===== src/rtl/core/uoas_pkg.sv =====
// shared types and constants for the obstacle avoid sequencer
package uoas_pkg;

    // distance result width and saturation value
    localparam int unsigned DIST_W = 10;
    localparam logic [DIST_W-1:0] DIST_MAX = '1;

    // configuration register indexes
    localparam logic [2:0] CFG_THRESHOLD   = 3'd0;
    localparam logic [2:0] CFG_CRUISE_DUTY = 3'd1;
    localparam logic [2:0] CFG_TURN_DUTY   = 3'd2;
    localparam logic [2:0] CFG_STOP_MS     = 3'd3;
    localparam logic [2:0] CFG_RIGHT_MS    = 3'd4;
    localparam logic [2:0] CFG_LEFT_MS     = 3'd5;
    localparam logic [2:0] CFG_PAUSE_MS    = 3'd6;
    localparam logic [2:0] CFG_FWAIT_MS    = 3'd7;

    // configuration reset values
    localparam logic [9:0]  RST_THRESHOLD   = 10'd15;
    localparam logic [7:0]  RST_CRUISE_DUTY = 8'h4C;
    localparam logic [7:0]  RST_TURN_DUTY   = 8'h66;
    localparam logic [15:0] RST_STOP_MS     = 16'd2000;
    localparam logic [15:0] RST_RIGHT_MS    = 16'd500;
    localparam logic [15:0] RST_LEFT_MS     = 16'd1000;
    localparam logic [15:0] RST_PAUSE_MS    = 16'd100;
    localparam logic [15:0] RST_FWAIT_MS    = 16'd100;
    localparam logic [7:0]  RST_DUTY        = 8'h33;

    // operation codes
    localparam logic OP_TICK = 1'b0;
    localparam logic OP_ECHO = 1'b1;

    // motor drive patterns: bit0 left fwd, bit1 left back, bit2 right fwd, bit3 right back
    localparam logic [3:0] DRV_OFF     = 4'h0;
    localparam logic [3:0] DRV_FORWARD = 4'h5;
    localparam logic [3:0] DRV_RIGHT   = 4'h9;
    localparam logic [3:0] DRV_LEFT    = 4'h6;

    // phase codes as seen on the result
    localparam logic [2:0] PH_MEASURE = 3'd0;
    localparam logic [2:0] PH_FWAIT   = 3'd1;
    localparam logic [2:0] PH_STOP    = 3'd2;
    localparam logic [2:0] PH_RIGHT   = 3'd3;
    localparam logic [2:0] PH_LEFT    = 3'd4;
    localparam logic [2:0] PH_PAUSE   = 3'd5;

    // sequencer mode, one-hot
    typedef enum logic [5:0] {
        MODE_MEASURE = 6'b000001,
        MODE_FWAIT   = 6'b000010,
        MODE_STOP    = 6'b000100,
        MODE_RIGHT   = 6'b001000,
        MODE_LEFT    = 6'b010000,
        MODE_PAUSE   = 6'b100000
    } t_mode;

    // mode to phase code
    function automatic logic [2:0] mode_phase(input t_mode mode);
        logic [2:0] ph;
        unique case (mode)
            MODE_MEASURE: ph = PH_MEASURE;
            MODE_FWAIT:   ph = PH_FWAIT;
            MODE_STOP:    ph = PH_STOP;
            MODE_RIGHT:   ph = PH_RIGHT;
            MODE_LEFT:    ph = PH_LEFT;
            MODE_PAUSE:   ph = PH_PAUSE;
            default:      ph = PH_MEASURE;
        endcase
        return ph;
    endfunction

endpackage


===== src/rtl/core/ultrasonic_obstacle_avoid_sequencer.sv =====
// obstacle avoid sequencer: echo distance pipeline and motor sequencing state
//
// Each request is a millisecond tick or an echo measurement (rise and fall timer
// counts). The block takes one request per cycle while the result side is not
// stalled and returns exactly one result per request, in order. Each request
// passes through the distance path: input register, absolute difference, scale
// multiply, reciprocal multiply for the constant divide, then the sequencer
// state register, which is also the result register. A stall on the result side
// holds the whole pipeline. Distance saturates at 1023 cm.
module ultrasonic_obstacle_avoid_sequencer #(
    parameter int unsigned TIMER_WIDTH = 16,
    parameter int unsigned SCALE_MUL   = 170,
    parameter int unsigned SCALE_DIV   = 20000
) (
    input  logic                   i_clk,
    input  logic                   i_rst_n,
    // configuration write port
    input  logic                   i_cfg_we,
    input  logic [2:0]             i_cfg_idx,
    input  logic [15:0]            i_cfg_data,
    // request channel
    input  logic                   i_in_valid,
    output logic                   o_in_ready,
    input  logic                   i_operation,
    input  logic [TIMER_WIDTH-1:0] i_rise_time,
    input  logic [TIMER_WIDTH-1:0] i_fall_time,
    // result channel
    output logic                   o_out_valid,
    input  logic                   i_out_ready,
    output logic                   o_left_fwd,
    output logic                   o_left_back,
    output logic                   o_right_fwd,
    output logic                   o_right_back,
    output logic [7:0]             o_duty,
    output logic                   o_obstacle_led,
    output logic                   o_measure_request,
    output logic [9:0]             o_distance_cm,
    output logic [2:0]             o_phase
);

    localparam int unsigned DIST_W = uoas_pkg::DIST_W;
    localparam int unsigned MUL_W  = $clog2(SCALE_MUL + 1);
    localparam int unsigned PROD_W = TIMER_WIDTH + MUL_W;
    localparam int unsigned DIV_W  = $clog2(SCALE_DIV + 1);
    localparam int unsigned DIV_L  = $clog2(SCALE_DIV);
    // unsaturated products stay below 1024 * SCALE_DIV
    localparam int unsigned P_W    = DIST_W + DIV_W;
    localparam int unsigned SHIFT  = P_W + DIV_L;
    localparam int unsigned M_W    = P_W + 1;
    localparam int unsigned Q_W    = P_W + M_W;
    localparam logic [MUL_W-1:0]  MUL_C   = MUL_W'(SCALE_MUL);
    localparam logic [63:0]       SAT_LIM = 64'(SCALE_DIV) << DIST_W;
    localparam logic [63:0]       RECIP64 = ((64'd1 << SHIFT) + 64'(SCALE_DIV) - 64'd1)
                                            / 64'(SCALE_DIV);
    localparam logic [M_W-1:0]    RECIP   = M_W'(RECIP64);

    // pipeline advance
    logic r_out_vld;
    logic en;
    assign en = !r_out_vld || i_out_ready;
    assign o_in_ready  = en;
    assign o_out_valid = r_out_vld;

    // stage 0: input register
    logic                   r_s0_vld;
    logic                   r_s0_op;
    logic [TIMER_WIDTH-1:0] r_s0_rise;
    logic [TIMER_WIDTH-1:0] r_s0_fall;

    // stage 1: absolute difference
    logic                   r_s1_vld;
    logic                   r_s1_op;
    logic [TIMER_WIDTH-1:0] r_s1_diff;
    logic [TIMER_WIDTH-1:0] n_s1_diff;

    // stage 2: scaled product
    logic                   r_s2_vld;
    logic                   r_s2_op;
    logic [PROD_W-1:0]      r_s2_prod;
    logic [PROD_W-1:0]      n_s2_prod;

    // stage 3: reciprocal product and saturation flag
    logic                   r_s3_vld;
    logic                   r_s3_op;
    logic [Q_W-1:0]         r_s3_q;
    logic                   r_s3_sat;
    logic [Q_W-1:0]         n_s3_q;
    logic                   n_s3_sat;
    logic [P_W-1:0]         s2_plo;

    assign n_s1_diff = (r_s0_fall > r_s0_rise) ? (r_s0_fall - r_s0_rise)
                                               : (r_s0_rise - r_s0_fall);
    assign n_s2_prod = PROD_W'(r_s1_diff) * PROD_W'(MUL_C);
    assign s2_plo    = P_W'(r_s2_prod);
    assign n_s3_q    = Q_W'(s2_plo) * Q_W'(RECIP);
    assign n_s3_sat  = 64'(r_s2_prod) >= SAT_LIM;

    // pipeline valid bits
    always_ff @(posedge i_clk) begin
        if (!i_rst_n) begin
            r_s0_vld  <= 1'b0;
            r_s1_vld  <= 1'b0;
            r_s2_vld  <= 1'b0;
            r_s3_vld  <= 1'b0;
            r_out_vld <= 1'b0;
        end else if (en) begin
            r_s0_vld  <= i_in_valid;
            r_s1_vld  <= r_s0_vld;
            r_s2_vld  <= r_s1_vld;
            r_s3_vld  <= r_s2_vld;
            r_out_vld <= r_s3_vld;
        end
    end

    // pipeline payload
    always_ff @(posedge i_clk) begin
        if (en) begin
            r_s0_op   <= i_operation;
            r_s0_rise <= i_rise_time;
            r_s0_fall <= i_fall_time;
            r_s1_op   <= r_s0_op;
            r_s1_diff <= n_s1_diff;
            r_s2_op   <= r_s1_op;
            r_s2_prod <= n_s2_prod;
            r_s3_op   <= r_s2_op;
            r_s3_q    <= n_s3_q;
            r_s3_sat  <= n_s3_sat;
        end
    end

    // configuration registers
    logic [9:0]  r_threshold;
    logic [7:0]  r_cruise_duty;
    logic [7:0]  r_turn_duty;
    logic [15:0] r_stop_ms;
    logic [15:0] r_right_ms;
    logic [15:0] r_left_ms;
    logic [15:0] r_pause_ms;
    logic [15:0] r_fwait_ms;

    always_ff @(posedge i_clk) begin
        if (!i_rst_n) begin
            r_threshold   <= uoas_pkg::RST_THRESHOLD;
            r_cruise_duty <= uoas_pkg::RST_CRUISE_DUTY;
            r_turn_duty   <= uoas_pkg::RST_TURN_DUTY;
            r_stop_ms     <= uoas_pkg::RST_STOP_MS;
            r_right_ms    <= uoas_pkg::RST_RIGHT_MS;
            r_left_ms     <= uoas_pkg::RST_LEFT_MS;
            r_pause_ms    <= uoas_pkg::RST_PAUSE_MS;
            r_fwait_ms    <= uoas_pkg::RST_FWAIT_MS;
        end else if (i_cfg_we) begin
            unique case (i_cfg_idx)
                uoas_pkg::CFG_THRESHOLD:   r_threshold   <= i_cfg_data[9:0];
                uoas_pkg::CFG_CRUISE_DUTY: r_cruise_duty <= i_cfg_data[7:0];
                uoas_pkg::CFG_TURN_DUTY:   r_turn_duty   <= i_cfg_data[7:0];
                uoas_pkg::CFG_STOP_MS:     r_stop_ms     <= i_cfg_data;
                uoas_pkg::CFG_RIGHT_MS:    r_right_ms    <= i_cfg_data;
                uoas_pkg::CFG_LEFT_MS:     r_left_ms     <= i_cfg_data;
                uoas_pkg::CFG_PAUSE_MS:    r_pause_ms    <= i_cfg_data;
                uoas_pkg::CFG_FWAIT_MS:    r_fwait_ms    <= i_cfg_data;
            endcase
        end
    end

    // sequencer state, which also forms the result register
    uoas_pkg::t_mode r_mode, n_mode;
    logic            r_fwd_run, n_fwd_run;
    logic [15:0]     r_countdown, n_countdown;
    logic            r_turn_left, n_turn_left;
    logic [9:0]      r_last_dist, n_last_dist;
    logic [7:0]      r_duty, n_duty;
    logic [3:0]      r_drive, n_drive;
    logic            r_led, n_led;
    logic [9:0]      s3_dist;

    assign s3_dist = r_s3_sat ? uoas_pkg::DIST_MAX : r_s3_q[SHIFT +: DIST_W];

    // next state for the request leaving stage 3
    always_comb begin
        n_mode      = r_mode;
        n_fwd_run   = r_fwd_run;
        n_countdown = r_countdown;
        n_turn_left = r_turn_left;
        n_last_dist = r_last_dist;
        n_duty      = r_duty;
        n_drive     = r_drive;
        n_led       = r_led;
        if (r_s3_vld) begin
            if (r_s3_op == uoas_pkg::OP_ECHO) begin
                // echo only counts while measuring
                if (r_mode == uoas_pkg::MODE_MEASURE) begin
                    n_last_dist = s3_dist;
                    if (r_fwd_run) begin
                        n_mode      = uoas_pkg::MODE_FWAIT;
                        n_countdown = r_fwait_ms;
                    end else if (s3_dist > r_threshold) begin
                        n_led     = 1'b0;
                        n_duty    = r_cruise_duty;
                        n_drive   = uoas_pkg::DRV_FORWARD;
                        n_mode    = uoas_pkg::MODE_MEASURE;
                        n_fwd_run = 1'b1;
                    end else begin
                        n_led       = 1'b1;
                        n_drive     = uoas_pkg::DRV_OFF;
                        n_mode      = uoas_pkg::MODE_STOP;
                        n_countdown = r_stop_ms;
                    end
                end
            end else if (r_mode != uoas_pkg::MODE_MEASURE) begin
                if (r_countdown > 16'd1) begin
                    n_countdown = r_countdown - 16'd1;
                end else begin
                    // timed phase ends
                    unique case (r_mode)
                        uoas_pkg::MODE_FWAIT: begin
                            if (r_last_dist > r_threshold) begin
                                n_led     = 1'b0;
                                n_duty    = r_cruise_duty;
                                n_drive   = uoas_pkg::DRV_FORWARD;
                                n_mode    = uoas_pkg::MODE_MEASURE;
                                n_fwd_run = 1'b1;
                            end else begin
                                n_led       = 1'b1;
                                n_drive     = uoas_pkg::DRV_OFF;
                                n_mode      = uoas_pkg::MODE_STOP;
                                n_countdown = r_stop_ms;
                            end
                        end
                        uoas_pkg::MODE_STOP: begin
                            n_duty      = r_turn_duty;
                            n_turn_left = !r_turn_left;
                            if (r_turn_left) begin
                                n_drive     = uoas_pkg::DRV_LEFT;
                                n_mode      = uoas_pkg::MODE_LEFT;
                                n_countdown = r_left_ms;
                            end else begin
                                n_drive     = uoas_pkg::DRV_RIGHT;
                                n_mode      = uoas_pkg::MODE_RIGHT;
                                n_countdown = r_right_ms;
                            end
                        end
                        uoas_pkg::MODE_RIGHT, uoas_pkg::MODE_LEFT: begin
                            n_drive     = uoas_pkg::DRV_OFF;
                            n_mode      = uoas_pkg::MODE_PAUSE;
                            n_countdown = r_pause_ms;
                        end
                        default: begin
                            n_mode      = uoas_pkg::MODE_MEASURE;
                            n_fwd_run   = 1'b0;
                            n_countdown = 16'd0;
                        end
                    endcase
                end
            end
        end
    end

    // state update, held while the result is stalled
    always_ff @(posedge i_clk) begin
        if (!i_rst_n) begin
            r_mode      <= uoas_pkg::MODE_MEASURE;
            r_fwd_run   <= 1'b0;
            r_countdown <= 16'd0;
            r_turn_left <= 1'b0;
            r_last_dist <= '0;
            r_duty      <= uoas_pkg::RST_DUTY;
            r_drive     <= uoas_pkg::DRV_OFF;
            r_led       <= 1'b0;
        end else if (en) begin
            r_mode      <= n_mode;
            r_fwd_run   <= n_fwd_run;
            r_countdown <= n_countdown;
            r_turn_left <= n_turn_left;
            r_last_dist <= n_last_dist;
            r_duty      <= n_duty;
            r_drive     <= n_drive;
            r_led       <= n_led;
        end
    end

    // result fields
    assign o_left_fwd        = r_drive[0];
    assign o_left_back       = r_drive[1];
    assign o_right_fwd       = r_drive[2];
    assign o_right_back      = r_drive[3];
    assign o_duty            = r_duty;
    assign o_obstacle_led    = r_led;
    assign o_measure_request = (r_mode == uoas_pkg::MODE_MEASURE);
    assign o_distance_cm     = r_last_dist;
    assign o_phase           = uoas_pkg::mode_phase(r_mode);

endmodule


===== config.mk =====
export PLATFORM = sky130hd
export DESIGN_NAME = ultrasonic_obstacle_avoid_sequencer
export DESIGN_NICKNAME = d
export VERILOG_FILES = /design/src/rtl/core/uoas_pkg.sv /design/src/rtl/core/ultrasonic_obstacle_avoid_sequencer.sv
export SDC_FILE = /design/constraint.sdc
export NUM_CORES = 1
export LEC_CHECK = 0
export ABC_AREA = 1
export BUFFER_PORTS_ARGS = -buffer_cell sky130_fd_sc_hd__buf_2
export CORE_ASPECT_RATIO = 1.2
export CORE_MARGIN = 5
export CORE_UTILIZATION = 25
export DETAILED_ROUTE_END_ITERATION = 10
export GPL_TIMING_DRIVEN = 0
export SETUP_SLACK_MARGIN = 0.1
export SYNTH_ARGS = -nofsm -noshare
export SYNTH_HDL_FRONTEND = slang
export SYNTH_SLANG_ARGS = --single-unit

===== constraint.sdc =====
create_clock -name i_clk -period 12.2 [get_ports i_clk]
set_input_delay 0.61 -clock i_clk [delete_from_list [all_inputs] [get_ports i_clk]]
set_output_delay 0.61 -clock i_clk [all_outputs]
set_load 0.01 [all_outputs]

==> metrics <==
DR vias/cell approximately 4.3; post-cts sizing count 0; maximum clock rate around 150 MHz; Die ar. around 0.11 mm2; WL per Instance around 15 um; Starting DRT DRC Count about 1100; RSZ-0062 raised after global routing no; hold crit path type input port to flop; routed vias slightly above 20000; initial antenna violation count 1; IO buf count between 70 and 80; first-pass GRT wire length roughly 120 mm; Critical Path Start r_s2_prod[11]; Remaining DRCs 0; largest net degree at the start of global routing 73; number of global-route vias before repair ~21000; Clock Skew about 0.018 ns; Slew HR around 39%; sequential area share after synthesis ~22%; Setup CP Type flop to flop; number of distinct library cells after synthesis 47; Slew Limit Fails 0; CP max FO 6; CTS Root Cell clkbuf_16; synth warn 0; Clock Path Buffers 3; Crit Reg-Reg Endpoint r_s3_q[44]; cell count of the worst reg-to-reg path 23; status completed; TritonCTS buffer count 24; die width approximately 300 um; number of core rows around 130; Worst EP arrival 6.78 ns; core area approximately 0.10 mm2; Nets around 4100; worst hold margin about 0.22 ns; CTS tree built; Worst setup EP type flop; Post-Layout Cell Count around 4800; Setup Buffers After CTS 0; Placed Area roughly 0.028 mm2; I/O Pins 86; ANT nets after route 0; max cap viols 0; Cells after DPL 4742; Gate Count Post-Synth between 3000 and 4000; TritonRoute pass-1 iters 5; drt total wl roughly 72 mm; Layout area overhead 11.3%; GP Congestion around 0.93; Synth Cell Area roughly 0.026 mm2; fin crit period roughly 6.5 ns; Die Ht between 300 and 400 um; Setup TNS 0 ns; Worst-Margin Slew ~0.9 ns; CP required around 13 ns; htree depth 1; Final Cell Area about 0.029 mm2; syn_nets ~4000; number of diodes 0; register bit total from synthesis 243; Setup crit end r_s3_q[44]; Worst setup SP type flop; FF-to-FF setup slack 5.74 ns; Overflow after GRT 0; Total GRT Usage between 10% and 20%; layout cell share with drive strength beyond 1 5.13%; worst reg2reg startpoint r_s2_prod[11]; Initial Util around a quarter; Final Hold Fails 0; Tcrit/Tclk final roughly 53%; beginning of the worst hold path i_operation; final setup fails 0; Detailed Place HPWL approximately 62 mm; Mapped Avg Cell Area 7.85 um2; Worst-path clk slew about 0.070 ns; # hold bufs at CTS 0; clock latency on the worst-skew pair approximately 0.57 ns; Sink Count between 200 and 250
how the worst min path moves through the flow:
stage / endpoint / slack, ns / cells after the start
2_1_floorplan: r_s1_op / 0.40 / 0
3_3_place_gp: r_s1_op / 0.40 / 0
3_5_place_dp: r_s3_op / 0.41 / 0
4_1_cts: r_s0_op / 0.19 / 1
5_1_grt: r_s0_fall[3] / 0.21 / 1
6_report: r_s0_op / 0.22 / 1
layer usage:
| layer | vias up | wire [um] | part of all wire [%] | track usage [%] |
|---|---|---|---|---|
| met3 | 102 | 2670 | 3.7 | 1.27 |
| met2 | 430 | 36400 | 51 | 24.3 |
| li1 | 10400 | - | - | - |
| met4 | 2 | 2090 | 2.9 | 3.83 |
| met1 | 9702 | 30800 | 43 | 16.2 |
| met5 | - | 13 | 0.018 | 0 |
metrics by stage:
step | util [%] | setup WS (ns)
4_1_cts | 27.9 | 5.72
6_report | 27.9 | 5.74
3_3_place_gp | 27.2 | 5.75
5_1_grt | 27.9 | 5.47
2_1_floorplan | - | 6.71
3_5_place_dp | 27.2 | 5.74
critical path: stages (launching register included):
cell and delay [ns]:
edfxtp_1 0.61, ha_1 0.57, inv_1 0.15, fa_1 0.54, inv_1 0.05, fa_1 0.49, inv_1 0.05, fa_1 0.52
fa_1 0.52, inv_1 0.05, fa_1 0.48, inv_1 0.05, fa_1 0.54, inv_1 0.06, ha_1 0.32, nand2_1 0.12
nor2_1 0.24, inv_1 0.10, nor3_1 0.34, nand3_1 0.11, nor2_1 0.10, nand2_1 0.07, nand4_1 0.07, nand2_1 0.07
layout by cell type (no fill, tap or decap), types with 9 or more instances in the layout:
cell type,netlist,layout
o21ai_0,179,179
fa_1,256,256
nor3_1,18,18
xnor2_1,14,14
ha_1,355,355
buf_2,10,88
clkbuf_16,0,24
xor2_1,36,36
o211ai_1,11,11
inv_1,706,706
nor2_1,358,358
nand2_2,9,9
a21o_1,12,12
dfxtp_1,158,158
clkbuf_1,35,39
nand4_1,34,34
edfxtp_1,85,85
nand2_1,640,640
o21bai_1,17,17
a21oi_1,147,147
nand3_1,128,128
cell usage after synthesis, drive strengths merged:
cell / n / area share (%)
ha: 355 / 17
o21bai: 17 / 0.49
edfxtp: 85 / 9.9
and2: 1 / 0.024
a21oi: 147 / 2.9
nor3: 19 / 0.41
inv: 710 / 10
o31ai: 2 / 0.058
nand3: 131 / 2.6
clkinv: 7 / 0.10
o21ai: 183 / 3.6
a31oi: 3 / 0.073
nand2: 651 / 9.6
nor2: 368 / 5.6
or2: 3 / 0.073
o211ai: 11 / 0.32
o21a: 3 / 0.087
mux2: 3 / 0.13
xnor2: 14 / 0.48
xor2: 36 / 1.2
nand4: 34 / 0.82
dfxtp: 158 / 12
nand3b: 1 / 0.029
a21o: 12 / 0.35
buf: 21 / 0.44
a21boi: 9 / 0.26
clkbuf: 41 / 0.63
fa: 256 / 20
nor3b: 1 / 0.029
nor4: 5 / 0.12
registers in the layout (all words and copies together) (netlist names), 4 cells and up:
signal	cells
r_s2_prod	23
r_countdown	16
r_fwait_ms	16
r_left_ms	16
r_pause_ms	16
r_right_ms	16
r_s0_fall	16
r_s0_rise	16
r_s1_diff	16
r_stop_ms	16
o_distance_cm	10
r_s3_q	10
r_threshold	10
o_duty	8
r_cruise_duty	8
r_turn_duty	8
r_mode	6
r_drive	4
layout make-up:
class	instances	area [um2]
flip-flops and latches	243	5720
plain buffers	62	278
clock buffers	33	678
multi-input cells	2265	17100
fillers	11200	74100
inverters	717	2690
well taps	1375	1720
clock inverters	10	78.8
repair buffers	80	423
cell families (layout without fill, tap and decap cells):
group                    count (synthesis)  in the layout  synth area share (%)
AO/OA/AOI/OAI                          387            387                  8.06
XOR/XNOR                                50             50                  1.70
adder cells (fa/ha/maj)                611            611                  37.1
buffers and inverters                  779            902                  11.5
flip-flops                             243            243                  22.2
multiplexers                             3              3                 0.131
AND/OR/NAND/NOR                       1214           1214                  19.4
Power is left out: the tool's default activity adds up to more than one toggle a clock period on the data nets, which glitch-free logic cannot reach.
